===== src/rtl/ssg_pkg.sv =====
package ssg_pkg;

    // grid and number format
    localparam int DIM_BITS      = 10;
    localparam int FRAC_BITS     = 28;
    localparam int CORDIC_STAGES = 24;

    localparam int IDX_W   = 3 * DIM_BITS;
    localparam int COORD_W = 32;
    localparam int CFG_W   = 32;
    localparam int VAL_W   = 33;
    localparam int QUOT_W  = 32;

    // pipeline depths
    localparam int FRONT_LAT  = 3 * DIM_BITS + 2;
    localparam int LERP_LAT   = QUOT_W + 3;
    localparam int CORDIC_LAT = CORDIC_STAGES + 3;
    localparam int BACK_LAT   = LERP_LAT + CORDIC_LAT + 4;
    localparam int FIFO_DEPTH = 4;

    // Q30 angle constants
    localparam longint Q30_PI      = 64'sd3373259426;
    localparam longint Q30_HALF_PI = 64'sd1686629713;
    localparam longint Q30_TWO_PI  = 64'sd6746518852;
    localparam longint CORDIC_GAIN = 64'sd652032874;

    localparam logic [31:0] ATAN_Q30 [32] = '{
        32'd843314856, 32'd497837829, 32'd263043836, 32'd133525158, 32'd67021686,
        32'd33543515, 32'd16777898, 32'd8388437, 32'd4194282, 32'd2097149,
        32'd1048575, 32'd524287, 32'd262143, 32'd131071, 32'd65535, 32'd32767,
        32'd16383, 32'd8191, 32'd4095, 32'd2047, 32'd1023, 32'd511, 32'd255,
        32'd127, 32'd63, 32'd31, 32'd15, 32'd8, 32'd4, 32'd2, 32'd1, 32'd0
    };

    typedef enum logic [2:0] {
        REG_MESH_DIMS  = 3'd0,
        REG_MIN_THETA  = 3'd1,
        REG_MAX_THETA  = 3'd2,
        REG_MIN_PHI    = 3'd3,
        REG_MAX_PHI    = 3'd4,
        REG_MIN_RADIUS = 3'd5,
        REG_MAX_RADIUS = 3'd6
    } ssg_reg_t;

    typedef struct packed {
        logic [DIM_BITS-1:0] n0;
        logic [DIM_BITS-1:0] n1;
        logic [DIM_BITS-1:0] n2;
        logic signed [31:0]  min_theta;
        logic signed [31:0]  max_theta;
        logic signed [31:0]  min_phi;
        logic signed [31:0]  max_phi;
        logic [30:0]         min_radius;
        logic [30:0]         max_radius;
    } ssg_cfg_t;

    typedef struct packed {
        logic [DIM_BITS-1:0] i;
        logic [DIM_BITS-1:0] j;
        logic [DIM_BITS-1:0] k;
        logic                oor;
    } ssg_item_t;

endpackage


===== src/rtl/ssg_fifo.sv =====
module ssg_fifo
    import ssg_pkg::*;
(
    input  logic      clk,
    input  logic      rst_n,
    input  logic      push,
    input  ssg_item_t wr_item,
    input  logic      pop,
    output logic      full,
    output logic      empty,
    output ssg_item_t rd_item
);

    localparam int PW = $clog2(FIFO_DEPTH);

    ssg_item_t     mem_reg [FIFO_DEPTH];
    logic [PW-1:0] wr_ptr_reg;
    logic [PW-1:0] rd_ptr_reg;
    logic [PW:0]   cnt_reg;

    assign full    = (cnt_reg == (PW+1)'(FIFO_DEPTH));
    assign empty   = (cnt_reg == '0);
    assign rd_item = mem_reg[rd_ptr_reg];

    // store the item
    always_ff @(posedge clk)
    begin
        if (push)
            mem_reg[wr_ptr_reg] <= wr_item;
    end

    // advance pointers and fill count
    always_ff @(posedge clk or negedge rst_n)
    begin
        if (!rst_n)
        begin
            wr_ptr_reg <= '0;
            rd_ptr_reg <= '0;
            cnt_reg    <= '0;
        end
        else
        begin
            if (push)
                wr_ptr_reg <= wr_ptr_reg + 1'b1;
            if (pop)
                rd_ptr_reg <= rd_ptr_reg + 1'b1;
            if (push && !pop)
                cnt_reg <= cnt_reg + 1'b1;
            else if (pop && !push)
                cnt_reg <= cnt_reg - 1'b1;
        end
    end

    a_no_overflow: assert property (@(posedge clk) disable iff (!rst_n) !(push && full))
        else $error("queue written while full");
    a_no_underflow: assert property (@(posedge clk) disable iff (!rst_n) !(pop && empty))
        else $error("queue read while empty");

endmodule


===== config.mk =====
export PLATFORM = sky130hd
export DESIGN_NAME = ssg_fifo
export DESIGN_NICKNAME = d
export VERILOG_FILES = /design/src/rtl/ssg_pkg.sv /design/src/rtl/ssg_fifo.sv
export SDC_FILE = /design/constraint.sdc
export NUM_CORES = 1
export LEC_CHECK = 0
export BUFFER_PORTS_ARGS = -buffer_cell sky130_fd_sc_hd__buf_2
export CORE_UTILIZATION = 55
export CTS_CLUSTER_SIZE = 10
export DETAILED_ROUTE_END_ITERATION = 6
export MAX_ROUTING_LAYER = met4
export PLACE_DENSITY = 0.77
export SYNTH_ARGS = -nofsm -noshare
export SYNTH_HDL_FRONTEND = slang
export SYNTH_SLANG_ARGS = --single-unit

===== constraint.sdc =====
create_clock -name clk -period 5.3 [get_ports clk]
set_input_delay 1.06 -clock clk [delete_from_list [all_inputs] [get_ports clk]]
set_output_delay 1.06 -clock clk [all_outputs]
set_load 0.05 [all_outputs]

==> impl_metrics.ini <==
[critical_path]
critPathLaunchType = flop
required_ns = 4.24
end_kind = primary output
arrival_ns = 2.51
crit_fanout = 33
worstSetupPathType = reg -> out

[timing]
max_freq_mhz = 280
slew_viol_final = 0
min_period_ns = 3.57
finalSetupTns_ns = 0
finalSetupViolations = 0
fin_skew_ns = 0.00484
worst_slew_pin_slew_ns = 1.12
post-route-period-util_pct = 67.4
finalHoldViolCount = 0
relSlewSlack_pct = 25.4
setup_ws_ns = 1.73
rsz0062_at_grt = no

[clocking]
cts_sinks = 131
root_buffer = clkbuf_8
htree_num_levels = 4
clock_latency_ns = 0.51
clockBufferDepth = 2
clk_pin_slew_worst_paths_ns = 0.06
cts_tree = yes
post_cts_buffers = 0
cts_buffers = 17
hold_buffers = 0
cts-resized-gates = 0

[cells_and_area]
largest_reg_flops = 124
drive_above_1_share_pct = 44.4
area_delta_synth_final_pct = 20.1
final_nets = 317

[synth]
synth-simple-area-share_pct = 0.994
synth_mux_area_share_pct = 14.7
synthCells = 196
synthXorXnorAreaFrac_pct = 1.07
ys_seq_area_share_pct = 79.4
yosysWarningCount = 0
synthDistinctLibCells = 19
synth_area_sq_um = 4910
synth_compound_area_share_pct = 0.102
yosys.area_share.adder_pct = 1.68
synth_seq_cells = 131
synth.avg_cell_area_sq_um = 25.0
synth_top_family_by_area = multiplexers
synth_nets = 237

[drt]
routed_via_density = 5.46
drc = 0
vias = 2168
detail-route-antenna-nets = 0
wl_um = 7880
first_iter_violations = 108
post_drt_wl_per_cell_um = 19.8
drtPass1Iterations = 4

[global_route]
grt_overflow = 0
grt_max_degree = 34
grt_pass1_wl_um = 11700
grt_util_all_layers_pct = 19.6
grt_pass1_vias = 2232
antenna_found_initial = 1

[place]
routabilityCongestion = 0.667
io_buffers = 67
dp_slack_ns = 2.20
dp_hpwl_um = 4390

[die]
initial_utilization_pct = 56.6
coreArea_sq_um = 8680
chipWidth_um = 96.5
die_area_sq_um = 9310
io_pins = 68
die_h_um = 96.5
rows = 34

[pwr]
p_leak_nw = 2.09
powerDensity_nw_per_um2 = 666
peakVddDrop_mv = 0.451

[run]
maxCapViolations = 0

[status]
status = complete, no violations

[worst_hold_path]
hp-class = in -> async
[cell type report]
cell class / count / area, sq um
clock buffers: 20 / 425
fillers: 568 / 2780
well taps: 108 / 135
flip-flops and latches: 131 / 3900
diodes: 1 / 2.50
inverters: 4 / 15.0
clock inverters: 11 / 161
repair buffers: 68 / 343
multi-input cells: 54 / 915
[path summary, 6_finish.rpt]
check,cells after the start,slack (ns),endpoint,startpoint
min in group clk,1,0.51,cnt_reg[2],cnt_reg[2]
max,2,1.73,rd_item[26],rd_ptr_reg[0]
max reg2reg,3,3.54,mem_reg[1][3],wr_ptr_reg[1]
min reg2reg,1,0.51,cnt_reg[2],cnt_reg[2]
min,1,0.37,cnt_reg[0],rst_n
max in group asynchronous,1,4.76,rd_ptr_reg[0],rst_n
[cell usage after synthesis]
cell | number | share of area, %
inv_1 | 4 | 0.31
nor2_1 | 1 | 0.076
ha_1 | 5 | 1.3
xnor2_1 | 2 | 0.36
edfxtp_1 | 124 | 76
and2_1 | 4 | 0.51
buf_6 | 1 | 0.23
fa_1 | 1 | 0.41
mux4_2 | 28 | 13
mux2_2 | 1 | 0.23
buf_12 | 3 | 1.2
buf_2 | 3 | 0.31
xor2_1 | 4 | 0.71
nor3_1 | 1 | 0.10
nand2_1 | 2 | 0.15
o21ai_0 | 1 | 0.10
nor3b_1 | 1 | 0.15
mux4_1 | 3 | 1.6
dfrtp_1 | 7 | 3.6
[layer usage]
metal  vias up  wire (um)  track usage (%)
li1        986          -                -
met1      1105       3240             23.8
met2        67       4090             29.6
met3        10        459             7.20
met4         0         82             8.82
met5         -          0                -
[power breakdown]
group          total [W]  internal (W)  switching, W
clock            0.00115      0.000755      0.000390
combinational    0.00128      0.000402      0.000877
sequential       0.00151       0.00136      0.000142
total            0.00393       0.00252       0.00141
[worst max-delay path, cell delays in order, from the launching register on]
cell     delay (ns)
dfrtp_2        1.09
mux4_1         0.66
buf_2          0.23
[through the flow]
step / instances / cell area (sq um) / util (%) / hold WS [ns] / power (W)
global placement: 365 / 5310 / 61.2 / 0.472 / 0.00279
detailed placement: 365 / 5310 / 61.2 / 0.495 / 0.00282
CTS: 396 / 5890 / 67.9 / 0.351 / 0.00397
finish: 397 / 5900 / 67.9 / 0.371 / 0.00393
global route: 397 / 5900 / 67.9 / 0.364 / 0.00410
floorplan: 196 / 4910 / - / 0.456 / 0.00258
[logic make-up after synthesis]
kind of cell,count (synthesis)
flops,131
mux,32
buf+inv,11
simple gates,9
xor+xnor,6
fa+ha+maj,6
compound gates,1
[placed cells by master (no fill, tap or decap)]
| cell | instances |
|---|---|
| clkinvlp_4 | 2 |
| buf_4 | 1 |
| inv_1 | 4 |
| nor3b_1 | 1 |
| dfrtp_1 | 6 |
| nor3_1 | 1 |
| dfrtp_2 | 1 |
| nand2_1 | 2 |
| and2_2 | 4 |
| xor2_1 | 4 |
| edfxtp_1 | 124 |
| clkbuf_16 | 16 |
| ha_1 | 5 |
| clkinv_1 | 2 |
| diode_2 | 1 |
| bufinv_16 | 4 |
| fa_1 | 1 |
| clkbuf_8 | 1 |
| mux2_2 | 1 |
| buf_2 | 67 |
| clkinv_2 | 2 |
| clkbuf_1 | 3 |
| o21ai_0 | 1 |
| mux4_1 | 3 |
| nor2_1 | 1 |
| clkinv_4 | 1 |
| mux4_2 | 28 |
| xnor2_1 | 2 |
No activity file was read; power rests on OpenSTA's default activity.
