<file path="src/rtl/ssg_pkg.sv">
package ssg_pkg;

    // grid and number format
    localparam int DIM_BITS      = 10;
    localparam int FRAC_BITS     = 28;
    localparam int CORDIC_STAGES = 24;

    localparam int IDX_W   = 3 * DIM_BITS;
    localparam int COORD_W = 32;
    localparam int CFG_W   = 32;
    localparam int VAL_W   = 33;
    localparam int QUOT_W  = 32;

    // pipeline depths
    localparam int FRONT_LAT  = 3 * DIM_BITS + 2;
    localparam int LERP_LAT   = QUOT_W + 3;
    localparam int CORDIC_LAT = CORDIC_STAGES + 3;
    localparam int BACK_LAT   = LERP_LAT + CORDIC_LAT + 4;
    localparam int FIFO_DEPTH = 4;

    // Q30 angle constants
    localparam longint Q30_PI      = 64'sd3373259426;
    localparam longint Q30_HALF_PI = 64'sd1686629713;
    localparam longint Q30_TWO_PI  = 64'sd6746518852;
    localparam longint CORDIC_GAIN = 64'sd652032874;

    localparam logic [31:0] ATAN_Q30 [32] = '{
        32'd843314856, 32'd497837829, 32'd263043836, 32'd133525158, 32'd67021686,
        32'd33543515, 32'd16777898, 32'd8388437, 32'd4194282, 32'd2097149,
        32'd1048575, 32'd524287, 32'd262143, 32'd131071, 32'd65535, 32'd32767,
        32'd16383, 32'd8191, 32'd4095, 32'd2047, 32'd1023, 32'd511, 32'd255,
        32'd127, 32'd63, 32'd31, 32'd15, 32'd8, 32'd4, 32'd2, 32'd1, 32'd0
    };

    typedef enum logic [2:0] {
        REG_MESH_DIMS  = 3'd0,
        REG_MIN_THETA  = 3'd1,
        REG_MAX_THETA  = 3'd2,
        REG_MIN_PHI    = 3'd3,
        REG_MAX_PHI    = 3'd4,
        REG_MIN_RADIUS = 3'd5,
        REG_MAX_RADIUS = 3'd6
    } ssg_reg_t;

    typedef struct packed {
        logic [DIM_BITS-1:0] n0;
        logic [DIM_BITS-1:0] n1;
        logic [DIM_BITS-1:0] n2;
        logic signed [31:0]  min_theta;
        logic signed [31:0]  max_theta;
        logic signed [31:0]  min_phi;
        logic signed [31:0]  max_phi;
        logic [30:0]         min_radius;
        logic [30:0]         max_radius;
    } ssg_cfg_t;

    typedef struct packed {
        logic [DIM_BITS-1:0] i;
        logic [DIM_BITS-1:0] j;
        logic [DIM_BITS-1:0] k;
        logic                oor;
    } ssg_item_t;

endpackage

</file>
<file path="src/rtl/ssg_front.sv">
module ssg_front
    import ssg_pkg::*;
(
    input  logic             clk,
    input  logic             rst_n,
    input  logic             in_valid,
    input  logic [IDX_W-1:0] point_index,
    input  ssg_cfg_t         cfg,
    input  logic             fifo_full,
    output logic             in_stall,
    output logic             push,
    output ssg_item_t        item
);

    localparam int D  = DIM_BITS;
    localparam int W2 = 2 * DIM_BITS;
    localparam int W3 = 3 * DIM_BITS;

    logic [W3-1:0] idx_reg [0:W3];
    logic [W3-1:0] a_reg   [1:W2];
    logic [W2-1:0] b_reg   [1:D];
    logic [D-1:0]  i_reg   [1:D];
    logic          fv_reg  [0:W3+1];
    ssg_item_t     item_reg;
    logic [W2-1:0] p01_reg;
    logic [W3-1:0] count_reg;
    logic          fadv;

    // one restoring step: remainder on top, quotient bits fill from below
    function automatic logic [W3-1:0] step_a(input logic [W3-1:0] a, input logic [D-1:0] dv);
        logic [D:0] t;
        logic       ge;
        t  = a[W3-1:W2-1];
        ge = (t >= {1'b0, dv});
        return {ge ? D'(t - {1'b0, dv}) : t[D-1:0], a[W2-2:0], ge};
    endfunction

    function automatic logic [W2-1:0] step_b(input logic [W2-1:0] b, input logic [D-1:0] dv);
        logic [D:0] t;
        logic       ge;
        t  = b[W2-1:D-1];
        ge = (t >= {1'b0, dv});
        return {ge ? D'(t - {1'b0, dv}) : t[D-1:0], b[D-2+1-1:0], ge};
    endfunction

    // hold everything while the finished item cannot enter the queue
    assign fadv     = !(fv_reg[W3+1] && fifo_full);
    assign in_stall = !fadv;
    assign push     = fv_reg[W3+1] && !fifo_full;
    assign item     = item_reg;

    // point count from the grid sizes
    always_ff @(posedge clk)
    begin
        p01_reg   <= W2'(cfg.n0) * W2'(cfg.n1);
        count_reg <= W3'(p01_reg) * W3'(cfg.n2);
    end

    // valid bits
    always_ff @(posedge clk or negedge rst_n)
    begin
        if (!rst_n)
        begin
            for (int s = 0; s <= W3 + 1; s++)
                fv_reg[s] <= 1'b0;
        end
        else if (fadv)
        begin
            fv_reg[0] <= in_valid;
            for (int s = 1; s <= W3 + 1; s++)
                fv_reg[s] <= fv_reg[s-1];
        end
    end

    // carry the index for the range check
    always_ff @(posedge clk)
    begin
        if (fadv)
        begin
            idx_reg[0] <= point_index;
            for (int s = 1; s <= W3; s++)
                idx_reg[s] <= idx_reg[s-1];
        end
    end

    // divide the index by the i size
    for (genvar s = 1; s <= W2; s++)
    begin : g_div_a
        always_ff @(posedge clk)
        begin
            if (fadv)
            begin
                if (s == 1)
                    a_reg[s] <= step_a(idx_reg[0], cfg.n0);
                else
                    a_reg[s] <= step_a(a_reg[s == 1 ? 1 : s-1], cfg.n0);
            end
        end
    end

    // divide the quotient by the j size
    for (genvar s = 1; s <= D; s++)
    begin : g_div_b
        always_ff @(posedge clk)
        begin
            if (fadv)
            begin
                if (s == 1)
                begin
                    b_reg[s] <= step_b(a_reg[W2][W2-1:0], cfg.n1);
                    i_reg[s] <= a_reg[W2][W3-1:W2];
                end
                else
                begin
                    b_reg[s] <= step_b(b_reg[s == 1 ? 1 : s-1], cfg.n1);
                    i_reg[s] <= i_reg[s == 1 ? 1 : s-1];
                end
            end
        end
    end

    // pack the item and flag an index past the grid
    always_ff @(posedge clk)
    begin
        if (fadv)
        begin
            item_reg.i   <= i_reg[D];
            item_reg.j   <= b_reg[D][W2-1:D];
            item_reg.k   <= b_reg[D][D-1:0];
            item_reg.oor <= (idx_reg[W3] >= count_reg);
        end
    end

    a_front_hold: assert property (@(posedge clk) disable iff (!rst_n)
        (fv_reg[W3+1] && fifo_full) |=> (fv_reg[W3+1] && $stable(item_reg)))
        else $error("front dropped a waiting item");

endmodule

</file>
<file path="config.mk">
export PLATFORM = sky130hd
export DESIGN_NAME = ssg_front
export DESIGN_NICKNAME = d
export VERILOG_FILES = /design/src/rtl/ssg_pkg.sv /design/src/rtl/ssg_front.sv
export SDC_FILE = /design/constraint.sdc
export NUM_CORES = 2
export LEC_CHECK = 0
export BUFFER_PORTS_ARGS = -buffer_cell sky130_fd_sc_hd__clkbuf_2
export CAP_MARGIN = 20
export CORE_MARGIN = 3
export CORE_UTILIZATION = 67
export CTS_CLUSTER_SIZE = 28
export DETAILED_ROUTE_END_ITERATION = 8
export HOLD_SLACK_MARGIN = 0.05
export PLACE_DENSITY = 0.86
export SLEW_MARGIN = 40
export SYNTH_ARGS = -nofsm -noshare
export SYNTH_HDL_FRONTEND = slang
export SYNTH_SLANG_ARGS = --single-unit
export TNS_END_PERCENT = 5
</file>
<file path="constraint.sdc">
create_clock -name clk -period 132.3 [get_ports clk]
set_input_delay 26.46 -clock clk [delete_from_list [all_inputs] [get_ports clk]]
set_output_delay 26.46 -clock clk [all_outputs]
set_load 0.05 [all_outputs]
</file>
==> out/metrics.csv <==
metric;value;unit
clock_latency;0.81;ns
async_flop_share;0.0183;
setup_viol;0;
syn_area_per_cell;14.6;µm²
rsz0062_at_grt;false;
max-slew-margin-rel;0.422;
cp-end-kind;output port;
yosysWarningCount;0;
grt_pass1_wl;236000;µm
cts_resized;0;
cap_viol_max_count;0;
crit_family;buffers and inverters;
syn_area;79800;µm²
synth.area.top_cells;edfxtp_1 (63%), ha_1 (7.1%), fa_1 (5.9%);
max_freq;0.0184;GHz
drc_errors;0;
drive_gt1_frac;0.104;
cp_common_cell;clkbuf_2;
status;finished, final reports clean;
start_kind;primary input;
die_w;351;µm
worstPathArrival;27.78;ns
globalRouteMet2Util;0.417;
syn_inst;5459;
synth_nets;6397;
antenna_found_initial;4;
wl_per_cell;20.0;µm
grt.overflow.total;0;
clk_pin_slew;0.06;ns
via_per_inst;6.08;
worst_hold_path_type;flip-flop to flip-flop;
nNetsFinal;6593;
hold_viol_final;0;
yosysSeqAreaShare;0.651;
clock_skew;0.0616;ns
synth-seq-cells;1753;
post-route-min-period;54.24;ns
fp-row-count;125;
gr-usage-all-layers;0.244;
slew_violations;0;
cts_tree;yes;
largest_register_ffs;740;
timing.critical_path.buf_inv;3;
drtIter0Drc;4294;
die_area;123000;µm²
dp.cells;7010;
fin_crit_sh;0.410;
yosysTopAreaCell;edfxtp_1;
portBuffers;96;
wl;146000;µm
synth_edf_count;1671;
root_buffer;clkbuf_16;
clock_sinks;1753;
worst_path_largest_cell_delay;0.50;ns
slowest_stage;nand2_4;
grt_max_degree;107;
io_pins;287;
stdcell_count;7328;
globalRouteMet3Util;0.0467;
start_util;0.681;
post-synth-top-area-fraction;0.629;
yosysUniqueCellTypes;78;
grt_pass1_vias;45700;
synth_commonest_cells;edfxtp_1 (1,671), ha_1 (450), inv_1 (418);
cp_cell_sequence;clkbuf_2 > nand2_4 > inv_1 > clkbuf_2;
grt.busiest_layer;met2;
post-cts-setup-buffer-count;0;
required;105.84;ns
cts_buffers;167;
hold_slack;0.399;ns
cts_htree_levels;4;
vias;44500;
core;117000;µm²
ant_nets;0;
hold_buffers;0;
cts_buffer_depth;3;
ys.flop_type;edfxtp_1;
first_pass_iters;6;
finalSetupTns;0;ns
use_met1;0.309;
dpl.hpwl;91600;µm
path_class;primary input to output port;
synth_most_common_cell;edfxtp_1;
tightestPinTransition;0.861;ns
die_y;351;µm
critPathMaxFanout;49;
gp_congestion;0.897;
area_growth;10.2;%
## area by class of cell
class / count / area, µm²
Sequential cell: 1753 / 52000
Fill cell: 6677 / 29200
Multi-Input combinational cell: 3183 / 25800
Clock buffer: 204 / 4400
Tap cell: 1524 / 1910
Inverter: 424 / 1600
Clock inverter: 110 / 1370
Timing Repair Buffer: 126 / 803
Antenna cell: 4 / 10.0
## worst reg2reg max path: stages, from the launching register on
cell     delay, ns
dfxtp_1       0.59
nand2_1       0.15
fa_1          0.52
fa_1          0.55
inv_1         0.06
fa_1          0.54
fa_1          0.57
inv_1         0.06
fa_1          0.57
inv_1         0.05
ha_1          0.38
nand4_1       0.13
a21oi_1       0.20
a21oi_1       0.20
nor4b_1       0.74
mux2i_1       0.16
nor3_1        0.39
## cell families after synthesis
logic type / share of synthesized area
AOI/OAI and AO/OA: 0.0792
xor gates and xnor gates: 0.0188
adders and majority gates: 0.129
buffers and inverters: 0.0250
DFF: 0.651
muxes: 0.0234
and+or+nand+nor: 0.0729
## routing by layer
layer,up-vias,share of wire,wire length [µm]
met5,-,0.00016,23
met4,4,0.039,5710
met3,399,0.070,10200
met2,1750,0.50,73500
met1,21800,0.39,56900
li1,20600,-,-
## metrics by stage
stage          utilization  area (µm²)  setup slack, ns
2_1_floorplan            -       79800            19.95
3_3_place_gp         0.700       82000            78.03
3_5_place_dp         0.701       82100            78.03
4_1_cts              0.750       87900            78.03
5_1_grt              0.750       87900            77.94
6_report             0.750       87900            78.06
## layout by cell type (no fill, tap or decap), types with 38 or more instances in the layout
cell type	synthesis	final
dfxtp_1	50	50
clkbuf_16	0	168
mux2_2	112	112
a21o_1	67	67
fa_1	234	234
o31ai_1	41	41
nand4_1	71	71
clkbuf_2	0	94
o21a_1	97	97
xnor2_1	101	101
edfxtp_1	1671	1671
inv_1	418	407
o21ai_0	155	155
a31o_2	38	38
a211oi_1	43	43
nor2_1	356	356
and2_1	134	134
xor2_1	70	70
nor2b_1	72	72
a21oi_1	296	296
ha_1	450	450
nor3_1	111	111
nand2_1	315	314
## path summary, 6_finish.rpt
| check | from | to | slack [ns] | cells past startpoint |
|---|---|---|---|---|
| setup reg to reg | p01_reg[0] | count_reg[29] | 126.38 | 16 |
| min in group asynchronous | rst_n | fv_reg[31] | 25.70 | 1 |
| max in group asynchronous | rst_n | fv_reg[16] | 106.16 | 1 |
| setup / recovery | fifo_full | in_stall | 78.06 | 4 |
| hold reg to reg | b_reg[6][6] | b_reg[7][7] | 0.40 | 0 |
| hold / removal | b_reg[6][6] | b_reg[7][7] | 0.40 | 0 |
Power is not shown: default switching activity piles up to over one toggle a cycle in this logic, so the estimate is an artifact.
